[config.mk]
export PLATFORM = sky130hd
export DESIGN_NAME = depth_map_pseudocolor
export DESIGN_NICKNAME = d
export VERILOG_FILES = /design/src/hdl/dmp_pkg.sv /design/src/hdl/dmp_regs.sv /design/src/hdl/dmp_ctrl.sv /design/src/hdl/dmp_datapath.sv /design/src/hdl/depth_map_pseudocolor.sv
export SDC_FILE = /design/constraint.sdc
export NUM_CORES = 1
export LEC_CHECK = 0
export BUFFER_PORTS_ARGS = -buffer_cell sky130_fd_sc_hd__buf_2
export CAP_MARGIN = 10
export CORE_MARGIN = 2
export CORE_UTILIZATION = 27
export DETAILED_ROUTE_END_ITERATION = 10
export GPL_TIMING_DRIVEN = 1
export SLEW_MARGIN = 20
export SYNTH_ARGS = -nofsm -noshare
export SYNTH_HDL_FRONTEND = slang
export SYNTH_SLANG_ARGS = --single-unit
[constraint.sdc]
create_clock -name aclk -period 13.91 [get_ports aclk]
set_input_delay 2.782 -clock aclk [delete_from_list [all_inputs] [get_ports aclk]]
set_output_delay 2.782 -clock aclk [all_outputs]
set_load 0.05 [all_outputs]
[src/hdl/dmp_pkg.sv]
// ----------------------------------------------------------------------------
// Depth map pseudocolor package
// Shared types, register codes and constants for the pseudocolor block.
// ----------------------------------------------------------------------------
package dmp_pkg;

    // Configuration port geometry.
    localparam int ADDR_W    = 4;
    localparam int REG_IDX_W = 2;
    localparam int DATA_W    = 32;

    // Register indexes within the configuration space.
    localparam logic [REG_IDX_W-1:0] REG_COLOUR_MODE  = 2'd0;
    localparam logic [REG_IDX_W-1:0] REG_FRAME_HEIGHT = 2'd1;
    localparam logic [REG_IDX_W-1:0] REG_NEAR_LIMIT   = 2'd2;
    localparam logic [REG_IDX_W-1:0] REG_FAR_LIMIT    = 2'd3;

    // Register field widths.
    localparam int MODE_W   = 2;
    localparam int HEIGHT_W = 11;
    localparam int LIMIT_W  = 16;

    // Color modes.
    localparam logic [MODE_W-1:0] MODE_RAW   = 2'd0;
    localparam logic [MODE_W-1:0] MODE_GRAY  = 2'd1;
    localparam logic [MODE_W-1:0] MODE_FIXED = 2'd2;
    localparam logic [MODE_W-1:0] MODE_ROW   = 2'd3;

    // Register reset values.
    localparam logic [MODE_W-1:0]   RST_COLOUR_MODE  = MODE_FIXED;
    localparam logic [HEIGHT_W-1:0] RST_FRAME_HEIGHT = 11'd480;
    localparam logic [LIMIT_W-1:0]  RST_NEAR_LIMIT   = 16'd850;
    localparam logic [LIMIT_W-1:0]  RST_FAR_LIMIT    = 16'd1200;

    // Operation codes of an input word.
    localparam logic OP_MEASURE = 1'b0;
    localparam logic OP_CONVERT = 1'b1;

    // Level and band arithmetic.
    localparam int QUOT_BITS = 8;
    localparam int CNT_W     = 3;
    localparam int ROWN_W    = HEIGHT_W + 7;
    localparam logic [QUOT_BITS-1:0] LEVEL_MAX  = 8'd255;
    localparam logic [6:0]           ROW_SCALE  = 7'd100;
    localparam logic [LIMIT_W-1:0]   BAND_BASE  = 16'd700;
    localparam logic [LIMIT_W-1:0]   BAND_SPAN  = 16'd400;
    localparam logic [31:0]          PIX_WHITE  = 32'hFFFF_FFFF;

    typedef struct packed {
        logic [MODE_W-1:0]   colour_mode;
        logic [HEIGHT_W-1:0] frame_height;
        logic [LIMIT_W-1:0]  near_limit;
        logic [LIMIT_W-1:0]  far_limit;
    } cfg_t;

    // Commands from the controller to the datapath.
    typedef struct packed {
        logic measure;
        logic start;
        logic step;
        logic finish;
    } cmd_t;

    // Status from the datapath to the controller.
    typedef struct packed {
        logic out_busy;
    } status_t;

endpackage

[src/hdl/dmp_regs.sv]
// ----------------------------------------------------------------------------
// Depth map pseudocolor configuration registers
// APB-style register file holding the color mode, frame height and limits.
// ----------------------------------------------------------------------------
module dmp_regs (
    input  logic                        aclk,
    input  logic                        aresetn,
    input  logic                        psel,
    input  logic                        penable,
    input  logic                        pwrite,
    input  logic [dmp_pkg::ADDR_W-1:0]  paddr,
    input  logic [dmp_pkg::DATA_W-1:0]  pwdata,
    output logic [dmp_pkg::DATA_W-1:0]  prdata,
    output logic                        pready,
    output dmp_pkg::cfg_t               cfg
);
    import dmp_pkg::*;

    cfg_t                 cfg_reg;
    cfg_t                 cfg_next;
    logic [REG_IDX_W-1:0] idx;
    logic                 wr_en;

    assign idx    = paddr[REG_IDX_W+1:2];
    assign wr_en  = psel & penable & pwrite;
    assign pready = 1'b1;
    assign cfg    = cfg_reg;

    always_comb begin
        cfg_next = cfg_reg;
        if (wr_en) begin
            case (idx)
                REG_COLOUR_MODE:  cfg_next.colour_mode  = pwdata[MODE_W-1:0];
                REG_FRAME_HEIGHT: cfg_next.frame_height = pwdata[HEIGHT_W-1:0];
                REG_NEAR_LIMIT:   cfg_next.near_limit   = pwdata[LIMIT_W-1:0];
                REG_FAR_LIMIT:    cfg_next.far_limit    = pwdata[LIMIT_W-1:0];
                default:          cfg_next = cfg_reg;
            endcase
        end
    end

    always_ff @(posedge aclk) begin
        if (!aresetn) begin
            cfg_reg.colour_mode  <= RST_COLOUR_MODE;
            cfg_reg.frame_height <= RST_FRAME_HEIGHT;
            cfg_reg.near_limit   <= RST_NEAR_LIMIT;
            cfg_reg.far_limit    <= RST_FAR_LIMIT;
        end else begin
            cfg_reg <= cfg_next;
        end
    end

    always_comb begin
        case (idx)
            REG_COLOUR_MODE:  prdata = DATA_W'(cfg_reg.colour_mode);
            REG_FRAME_HEIGHT: prdata = DATA_W'(cfg_reg.frame_height);
            REG_NEAR_LIMIT:   prdata = DATA_W'(cfg_reg.near_limit);
            REG_FAR_LIMIT:    prdata = DATA_W'(cfg_reg.far_limit);
            default:          prdata = '0;
        endcase
    end

endmodule

[src/hdl/dmp_ctrl.sv]
// ----------------------------------------------------------------------------
// Depth map pseudocolor controller
// Sequences acceptance, the division steps and delivery of one result word.
// ----------------------------------------------------------------------------
module dmp_ctrl (
    input  logic              aclk,
    input  logic              aresetn,
    input  logic              s_valid,
    input  logic              s_operation,
    output logic              s_ready,
    input  dmp_pkg::status_t  status,
    output dmp_pkg::cmd_t     cmd
);
    import dmp_pkg::*;

    localparam logic [1:0] ST_IDLE    = 2'd0;
    localparam logic [1:0] ST_DIVIDE  = 2'd1;
    localparam logic [1:0] ST_DELIVER = 2'd2;

    logic [1:0]       state_reg;
    logic [1:0]       state_next;
    logic [CNT_W-1:0] count_reg;
    logic [CNT_W-1:0] count_next;

    assign s_ready = (state_reg == ST_IDLE);

    always_comb begin
        state_next  = state_reg;
        count_next  = count_reg;
        cmd         = '0;
        case (state_reg)
            ST_IDLE: begin
                if (s_valid) begin
                    if (s_operation == OP_MEASURE) begin
                        cmd.measure = 1'b1;
                    end else begin
                        cmd.start  = 1'b1;
                        count_next = CNT_W'(QUOT_BITS - 1);
                        state_next = ST_DIVIDE;
                    end
                end
            end
            ST_DIVIDE: begin
                cmd.step = 1'b1;
                if (count_reg == '0) begin
                    state_next = ST_DELIVER;
                end else begin
                    count_next = count_reg - 1'b1;
                end
            end
            ST_DELIVER: begin
                // The result waits here until the output register frees up.
                if (!status.out_busy) begin
                    cmd.finish = 1'b1;
                    state_next = ST_IDLE;
                end
            end
            default: begin
                state_next = ST_IDLE;
            end
        endcase
    end

    always_ff @(posedge aclk) begin
        if (!aresetn) begin
            state_reg <= ST_IDLE;
            count_reg <= '0;
        end else begin
            state_reg <= state_next;
            count_reg <= count_next;
        end
    end

endmodule

[src/hdl/dmp_datapath.sv]
// ----------------------------------------------------------------------------
// Depth map pseudocolor datapath
// Maximum tracker, two shift-subtract dividers, color build and output word.
// ----------------------------------------------------------------------------
module dmp_datapath #(
    parameter int DEPTH_BITS = 16,
    parameter int ROW_BITS   = 10
) (
    input  logic                   aclk,
    input  logic                   aresetn,
    input  dmp_pkg::cmd_t          cmd,
    input  dmp_pkg::cfg_t          cfg,
    input  logic [DEPTH_BITS-1:0]  s_depth,
    input  logic [ROW_BITS-1:0]    s_row_index,
    input  logic                   s_pass_end,
    output dmp_pkg::status_t       status,
    output logic                   m_valid,
    input  logic                   m_ready,
    output logic [31:0]            m_pixel_colour,
    output logic                   m_frame_last
);
    import dmp_pkg::*;

    localparam int PW = DEPTH_BITS + QUOT_BITS;
    localparam int RW = (ROW_BITS > HEIGHT_W) ? ROW_BITS : HEIGHT_W;

    // Maximum tracker.
    logic [DEPTH_BITS-1:0] run_max_reg,   run_max_next;
    logic [DEPTH_BITS-1:0] frame_max_reg, frame_max_next;
    logic [DEPTH_BITS-1:0] meas_max;

    // Operands held for one convert word.
    logic [DEPTH_BITS-1:0] depth_reg;
    logic                  last_reg;
    logic                  sat_reg;
    logic                  zero_reg;
    logic                  row_hit_reg;

    // Level divider: depth*255 / frame maximum.
    logic [DEPTH_BITS-1:0] lrem_reg,  lrem_next;
    logic [QUOT_BITS-1:0]  lbits_reg, lbits_next;
    logic [QUOT_BITS-1:0]  lquo_reg,  lquo_next;
    logic [PW-1:0]         lprod;
    logic [DEPTH_BITS:0]   ltrial;
    logic                  lge;

    // Row divider: 100*(height-row) / height.
    logic [HEIGHT_W-1:0]   rrem_reg,  rrem_next;
    logic [QUOT_BITS-1:0]  rbits_reg, rbits_next;
    logic [QUOT_BITS-1:0]  rquo_reg,  rquo_next;
    logic [HEIGHT_W-1:0]   rdiff;
    logic [ROWN_W-1:0]     rprod;
    logic [HEIGHT_W:0]     rtrial;
    logic                  rge;
    logic                  row_hit;

    // Color build and output word.
    logic [QUOT_BITS-1:0]  level;
    logic [LIMIT_W-1:0]    depth_w;
    logic [LIMIT_W-1:0]    lo_lim;
    logic [LIMIT_W-1:0]    hi_lim;
    logic [31:0]           band_pix;
    logic [31:0]           pix;
    logic                  out_valid_reg, out_valid_next;
    logic [31:0]           pix_reg;
    logic                  out_last_reg;

    assign meas_max = (s_depth > run_max_reg) ? s_depth : run_max_reg;

    always_comb begin
        run_max_next   = run_max_reg;
        frame_max_next = frame_max_reg;
        if (cmd.measure) begin
            if (s_pass_end) begin
                frame_max_next = meas_max;
                run_max_next   = '0;
            end else begin
                run_max_next   = meas_max;
            end
        end
    end

    always_ff @(posedge aclk) begin
        if (!aresetn) begin
            run_max_reg   <= '0;
            frame_max_reg <= '0;
        end else begin
            run_max_reg   <= run_max_next;
            frame_max_reg <= frame_max_next;
        end
    end

    // When the depth reaches the maximum the level saturates, so the divider
    // only has to produce quotients below 256.
    assign lprod   = (PW'(s_depth) << QUOT_BITS) - PW'(s_depth);
    assign ltrial  = {lrem_reg, lbits_reg[QUOT_BITS-1]};
    assign lge     = (ltrial >= (DEPTH_BITS+1)'(frame_max_reg));

    assign row_hit = (RW'(s_row_index) < RW'(cfg.frame_height));
    assign rdiff   = HEIGHT_W'(RW'(cfg.frame_height) - RW'(s_row_index));
    assign rprod   = ROWN_W'(rdiff) * ROWN_W'(ROW_SCALE);
    assign rtrial  = {rrem_reg, rbits_reg[QUOT_BITS-1]};
    assign rge     = (rtrial >= (HEIGHT_W+1)'(cfg.frame_height));

    always_comb begin
        lrem_next  = lrem_reg;
        lbits_next = lbits_reg;
        lquo_next  = lquo_reg;
        rrem_next  = rrem_reg;
        rbits_next = rbits_reg;
        rquo_next  = rquo_reg;
        if (cmd.start) begin
            lrem_next  = lprod[PW-1:QUOT_BITS];
            lbits_next = lprod[QUOT_BITS-1:0];
            lquo_next  = '0;
            rrem_next  = HEIGHT_W'(rprod[ROWN_W-1:QUOT_BITS]);
            rbits_next = rprod[QUOT_BITS-1:0];
            rquo_next  = '0;
        end else if (cmd.step) begin
            lrem_next  = lge ? DEPTH_BITS'(ltrial - (DEPTH_BITS+1)'(frame_max_reg))
                             : DEPTH_BITS'(ltrial);
            lbits_next = lbits_reg << 1;
            lquo_next  = {lquo_reg[QUOT_BITS-2:0], lge};
            rrem_next  = rge ? HEIGHT_W'(rtrial - (HEIGHT_W+1)'(cfg.frame_height))
                             : HEIGHT_W'(rtrial);
            rbits_next = rbits_reg << 1;
            rquo_next  = {rquo_reg[QUOT_BITS-2:0], rge};
        end
    end

    always_ff @(posedge aclk) begin
        lrem_reg  <= lrem_next;
        lbits_reg <= lbits_next;
        lquo_reg  <= lquo_next;
        rrem_reg  <= rrem_next;
        rbits_reg <= rbits_next;
        rquo_reg  <= rquo_next;
        if (cmd.start) begin
            depth_reg   <= s_depth;
            last_reg    <= s_pass_end;
            sat_reg     <= (s_depth >= frame_max_reg);
            zero_reg    <= (frame_max_reg == '0);
            row_hit_reg <= row_hit;
        end
    end

    always_comb begin
        if (zero_reg) begin
            level = '0;
        end else if (sat_reg) begin
            level = LEVEL_MAX;
        end else begin
            level = lquo_reg;
        end
    end

    assign depth_w = LIMIT_W'(depth_reg);

    always_comb begin
        if (cfg.colour_mode == MODE_ROW) begin
            lo_lim = BAND_BASE + (row_hit_reg ? LIMIT_W'(rquo_reg) : '0);
            hi_lim = lo_lim + BAND_SPAN;
        end else begin
            lo_lim = cfg.near_limit;
            hi_lim = cfg.far_limit;
        end
    end

    always_comb begin
        if (depth_w == '0) begin
            band_pix = PIX_WHITE;
        end else if (depth_w <= lo_lim) begin
            band_pix = 32'(level);
        end else if (depth_w <= hi_lim) begin
            band_pix = 32'(level) << 8;
        end else begin
            band_pix = 32'(level) << 16;
        end
    end

    always_comb begin
        case (cfg.colour_mode)
            MODE_RAW:   pix = 32'(depth_reg);
            MODE_GRAY:  pix = {8'h00, level, level, level};
            MODE_FIXED: pix = band_pix;
            MODE_ROW:   pix = band_pix;
            default:    pix = band_pix;
        endcase
    end

    always_comb begin
        out_valid_next = out_valid_reg;
        if (cmd.finish) begin
            out_valid_next = 1'b1;
        end else if (m_ready) begin
            out_valid_next = 1'b0;
        end
    end

    always_ff @(posedge aclk) begin
        if (!aresetn) begin
            out_valid_reg <= 1'b0;
        end else begin
            out_valid_reg <= out_valid_next;
        end
    end

    always_ff @(posedge aclk) begin
        if (cmd.finish) begin
            pix_reg      <= pix;
            out_last_reg <= last_reg;
        end
    end

    assign status.out_busy = out_valid_reg & ~m_ready;
    assign m_valid         = out_valid_reg;
    assign m_pixel_colour  = pix_reg;
    assign m_frame_last    = out_last_reg;

endmodule

[src/hdl/depth_map_pseudocolor.sv]
// ----------------------------------------------------------------------------
// Depth map pseudocolor
// Turns a depth frame, sent twice, into 32-bit color words.
// ----------------------------------------------------------------------------
//
//  Channel   Ports                                            Direction
//  -------   ----------------------------------------------   ---------
//  input     s_valid/s_ready, s_operation, s_depth,           in
//            s_row_index, s_pass_end
//  result    m_valid/m_ready, m_pixel_colour, m_frame_last    out
//  config    psel, penable, pwrite, paddr, pwdata,            in/out
//            prdata, pready
//
//  A measure word yields no result. A convert word is loaded into the output
//  register after its acceptance: the accepting edge latches the operands,
//  the controller then runs the restoring division loop one quotient bit at a
//  time, and once the output register is free the color is built and loaded.
//  The next word can be accepted once the controller is back in idle.
//  Reset (aresetn low at a clock edge) restores the register defaults and
//  clears the running and frame maximum. A stalled result holds the output
//  register, and the controller then waits with the next result until the
//  register is taken; input words are accepted only while the controller is
//  idle.
//
// The frame is presented twice. In the measure pass the datapath keeps a
// running maximum of the depth, and the word marked as the end of the pass
// latches that maximum (including its own depth) as the frame maximum, then
// clears the running maximum for the next frame. In the convert pass every
// word produces one color word from level = depth*255/maximum, which is zero
// when the maximum is zero and saturates at 255 when the depth reaches the
// maximum. The band modes pick blue, green or red by the near and far limits;
// the row-adjusted mode derives those limits from the row position through
// a second divider that runs alongside the level divider.
//
module depth_map_pseudocolor #(
    parameter int DEPTH_BITS = 16,
    parameter int ROW_BITS   = 10
) (
    input  logic                        aclk,
    input  logic                        aresetn,

    input  logic                        s_valid,
    output logic                        s_ready,
    input  logic                        s_operation,
    input  logic [DEPTH_BITS-1:0]       s_depth,
    input  logic [ROW_BITS-1:0]         s_row_index,
    input  logic                        s_pass_end,

    output logic                        m_valid,
    input  logic                        m_ready,
    output logic [31:0]                 m_pixel_colour,
    output logic                        m_frame_last,

    input  logic                        psel,
    input  logic                        penable,
    input  logic                        pwrite,
    input  logic [dmp_pkg::ADDR_W-1:0]  paddr,
    input  logic [dmp_pkg::DATA_W-1:0]  pwdata,
    output logic [dmp_pkg::DATA_W-1:0]  prdata,
    output logic                        pready
);
    import dmp_pkg::*;

    cfg_t    cfg;
    cmd_t    cmd;
    status_t status;

    // Register file on the configuration port.
    dmp_regs u_regs (
        .aclk    (aclk),
        .aresetn (aresetn),
        .psel    (psel),
        .penable (penable),
        .pwrite  (pwrite),
        .paddr   (paddr),
        .pwdata  (pwdata),
        .prdata  (prdata),
        .pready  (pready),
        .cfg     (cfg)
    );

    // The controller owns the input handshake and the division step count.
    dmp_ctrl u_ctrl (
        .aclk        (aclk),
        .aresetn     (aresetn),
        .s_valid     (s_valid),
        .s_operation (s_operation),
        .s_ready     (s_ready),
        .status      (status),
        .cmd         (cmd)
    );

    // The datapath holds the maximum tracker, both dividers and the output
    // register that drives the result channel.
    dmp_datapath #(
        .DEPTH_BITS (DEPTH_BITS),
        .ROW_BITS   (ROW_BITS)
    ) u_dp (
        .aclk           (aclk),
        .aresetn        (aresetn),
        .cmd            (cmd),
        .cfg            (cfg),
        .s_depth        (s_depth),
        .s_row_index    (s_row_index),
        .s_pass_end     (s_pass_end),
        .status         (status),
        .m_valid        (m_valid),
        .m_ready        (m_ready),
        .m_pixel_colour (m_pixel_colour),
        .m_frame_last   (m_frame_last)
    );

    // Only one command is issued in any cycle.
    a_cmd_onehot: assert property (@(posedge aclk) disable iff (!aresetn)
        $onehot0({cmd.measure, cmd.start, cmd.step, cmd.finish}))
        else $error("more than one datapath command in a cycle");

    // An accepted convert word keeps the block busy in the following cycle.
    a_convert_busy: assert property (@(posedge aclk) disable iff (!aresetn)
        (s_valid && s_ready && s_operation == OP_CONVERT) |=> !s_ready)
        else $error("input accepted while a convert word is in progress");

    // Loading a result always presents it on the result channel next cycle.
    a_finish_valid: assert property (@(posedge aclk) disable iff (!aresetn)
        cmd.finish |=> m_valid)
        else $error("result loaded but not presented");

    // A result is never loaded over one that is still waiting.
    a_no_overwrite: assert property (@(posedge aclk) disable iff (!aresetn)
        cmd.finish |-> !(m_valid && !m_ready))
        else $error("pending result overwritten");

endmodule
==> qor.yml <==
timing:
  finalHoldViolations: 0
  fmax_mhz: 139.6
  setup_violations: 0
  fin_crit_sh_pct: 51.50
  worst_pin_slew_ns: 1.071
  skew_ns: 0.01245
  fin_crit_ns: 7.163
  finalSetupTns_ns: 0
  slew_headroom_pct: 28.58
  maxSlewViolCount: 0
  hold_slack_ns: 0.4258
  rsz0062_at_grt: "false"
setup_path:
  crit_cells: 4
  critPathMaxFanout: 21
  worstPathCellList: "buf_2 -> nor2b_1 -> a22o_1 -> buf_2"
  path_buf_inv: 2
  cp_slowest_stage_delay_ns: 0.63
  worstSetupStartpointType: "input port"
  cp_common_cell: "buf_2"
  crit_arrival_ns: 4.38
  r2r_cells: 19
  cp_top_family: "buffers and inverters"
  worstSetupPathType: "in -> out"
  critPathSlowestCell: "nor2b_1"
  crit_required_ns: 11.13
  end_kind: "primary output"
cells_and_area:
  fin_cells: 2311
  largest_reg_flops: 45
  fillCellCount: 5249
  multi_input_area_mm2: 0.008280
  n_antenna_cell: 0
  layout_commonest_cell: "nand2_1"
  area_delta_synth_final_pct: 12.06
  postLayoutCoreUtil_pct: 30.60
  seq_area_mm2: 0.004584
  nets: 1856
  final_cell_mix: "nand2_1 (238), ha_1 (150), inv_1 (109)"
  layout-drive-gt1-share_pct: 11.35
  fin_area_mm2: 0.01532
job:
  maxCapViolations: 0
yosys:
  synth-async-reset-ratio_pct: 0
  synth_area_per_cell_um2: 8.669
  yosys_warnings: 0
  syn_area_mm2: 0.01367
  synthDistinctLibCells: 75
  ys.flop_type: "dfxtp_1"
  synth_edf_count: 86
  synthCells: 1577
  ys_ff_latch: 186
  yosysSeqAreaShare_pct: 33.53
clocking:
  holdBufCountCts: 0
  htreeDepth: 4
  cts-root-buf: "clkbuf_16"
  clock_sinks: 186
  clk_pin_slew_ns: 0.07
  cts_tree: "yes"
  cts_made_buffers: 17
  cts_setup_buffers: 0
  cts_resized: 0
  clockBufferDepth: 2
  clock_latency_ns: 0.46
pwr:
  vdd_drop_max_mv: 0.07039
  power.leakage_nw: 6.197
  powerDensity_mw_per_mm2: 119.9
drt:
  drt-initial-drc-count: 956
  drt-total-wl_mm: 37.03
  drc: 0
  wl_per_cell_um: 16.02
  ant_nets: 0
  first_pass_iters: 5
  viasPerCell: 4.996
  vias: 11545
placed_design:
  placed_area_mm2: 0.01469
  io_buffers: 103
  place.gp.congestion: 0.8849
  dp.cells: 2279
  hpwl_mm: 27.94
min_path:
  hold_path_class: "reg -> reg"
  whs_path_depth: 0
grt:
  grt_usage_pct: 14.01
  grt_pass1_vias: 11151
  grt_max_degree: 100
  antenna_found_initial: 4
  grt_pass1_wl_mm: 59.26
  overflow: 0
floorplanning:
  num_rows: 82
  initial_utilization_pct: 27.30
  die_h_um: 229.0
  die_w_um: 229.0
  coreArea_mm2: 0.05007
  dieArea_mm2: 0.05245
  io_pins: 139
run_status:
  outcome: "completed"
## routing by layer
metal / track usage [%] / share of wire (%) / vias up
met3: 2.390 / 4.5 / 58
li1: - / - / 5727
met1: 17.63 / 45 / 5481
met2: 24.13 / 49 / 271
met4: 4.850 / 2.2 / 8
met5: 0 / 0.15 / -
## cell usage after synthesis (all sizes together) (31+ instances only)
master    n  area [µm²]
a21boi   35       262.8
a21o     31       232.7
a21oi    69       345.3
buf      35       234.0
clkbuf   60       225.2
dfxtp   100        2002
edfxtp   86        2582
ha      150        1877
inv     109       409.1
mux2i    38       380.4
nand2   239       897.1
nand3    42       210.2
nor2     91       341.6
nor4     34       225.2
o21ai    83       419.2
xnor2    37       324.1
## stage by stage
stage          worst slack [ns]  power [mW]
6_report                  6.747       1.837
5_1_grt                   6.609       1.956
4_1_cts                   6.763       1.850
3_5_place_dp              6.584       1.321
3_3_place_gp              6.618       1.304
2_1_floorplan             6.747       1.179
## power breakdown
group          internal, mW  total (mW)  switching (mW)
Clock                 0.276       0.524           0.248
Sequential            0.633       0.664          0.0314
Combinational         0.267       0.649           0.382
## layout make-up
type,count,area share [%]
Tap cell,672,5.488
Timing Repair Buffer,110,3.708
Sequential cell,186,29.92
Clock buffer,17,2.777
Inverter,113,2.769
Clock inverter,15,1.282
Multi-Input combinational cell,1198,54.05
## logic make-up after synthesis
group | after synthesis | share of synthesized area, %
AO/OA/AOI/OAI | 385 | 19.14
XOR/XNOR | 52 | 3.332
adder cells (fa/ha/maj) | 159 | 15.05
buffers and inverters | 208 | 6.462
flip-flops | 186 | 33.53
multiplexers | 61 | 4.842
other | 2 | 0.05494
AND/OR/NAND/NOR | 524 | 17.59
## worst paths after layout
kind	startpoint	endpoint	slack, ns
max	paddr[2]	prdata[8]	6.75
min	u_dp.last_reg	u_dp.m_frame_last	0.43
max reg2reg	u_regs.cfg[33]	u_dp.rrem_reg[8]	8.80
min reg2reg	u_dp.last_reg	u_dp.m_frame_last	0.43
Power figures use the tool's default switching activity.
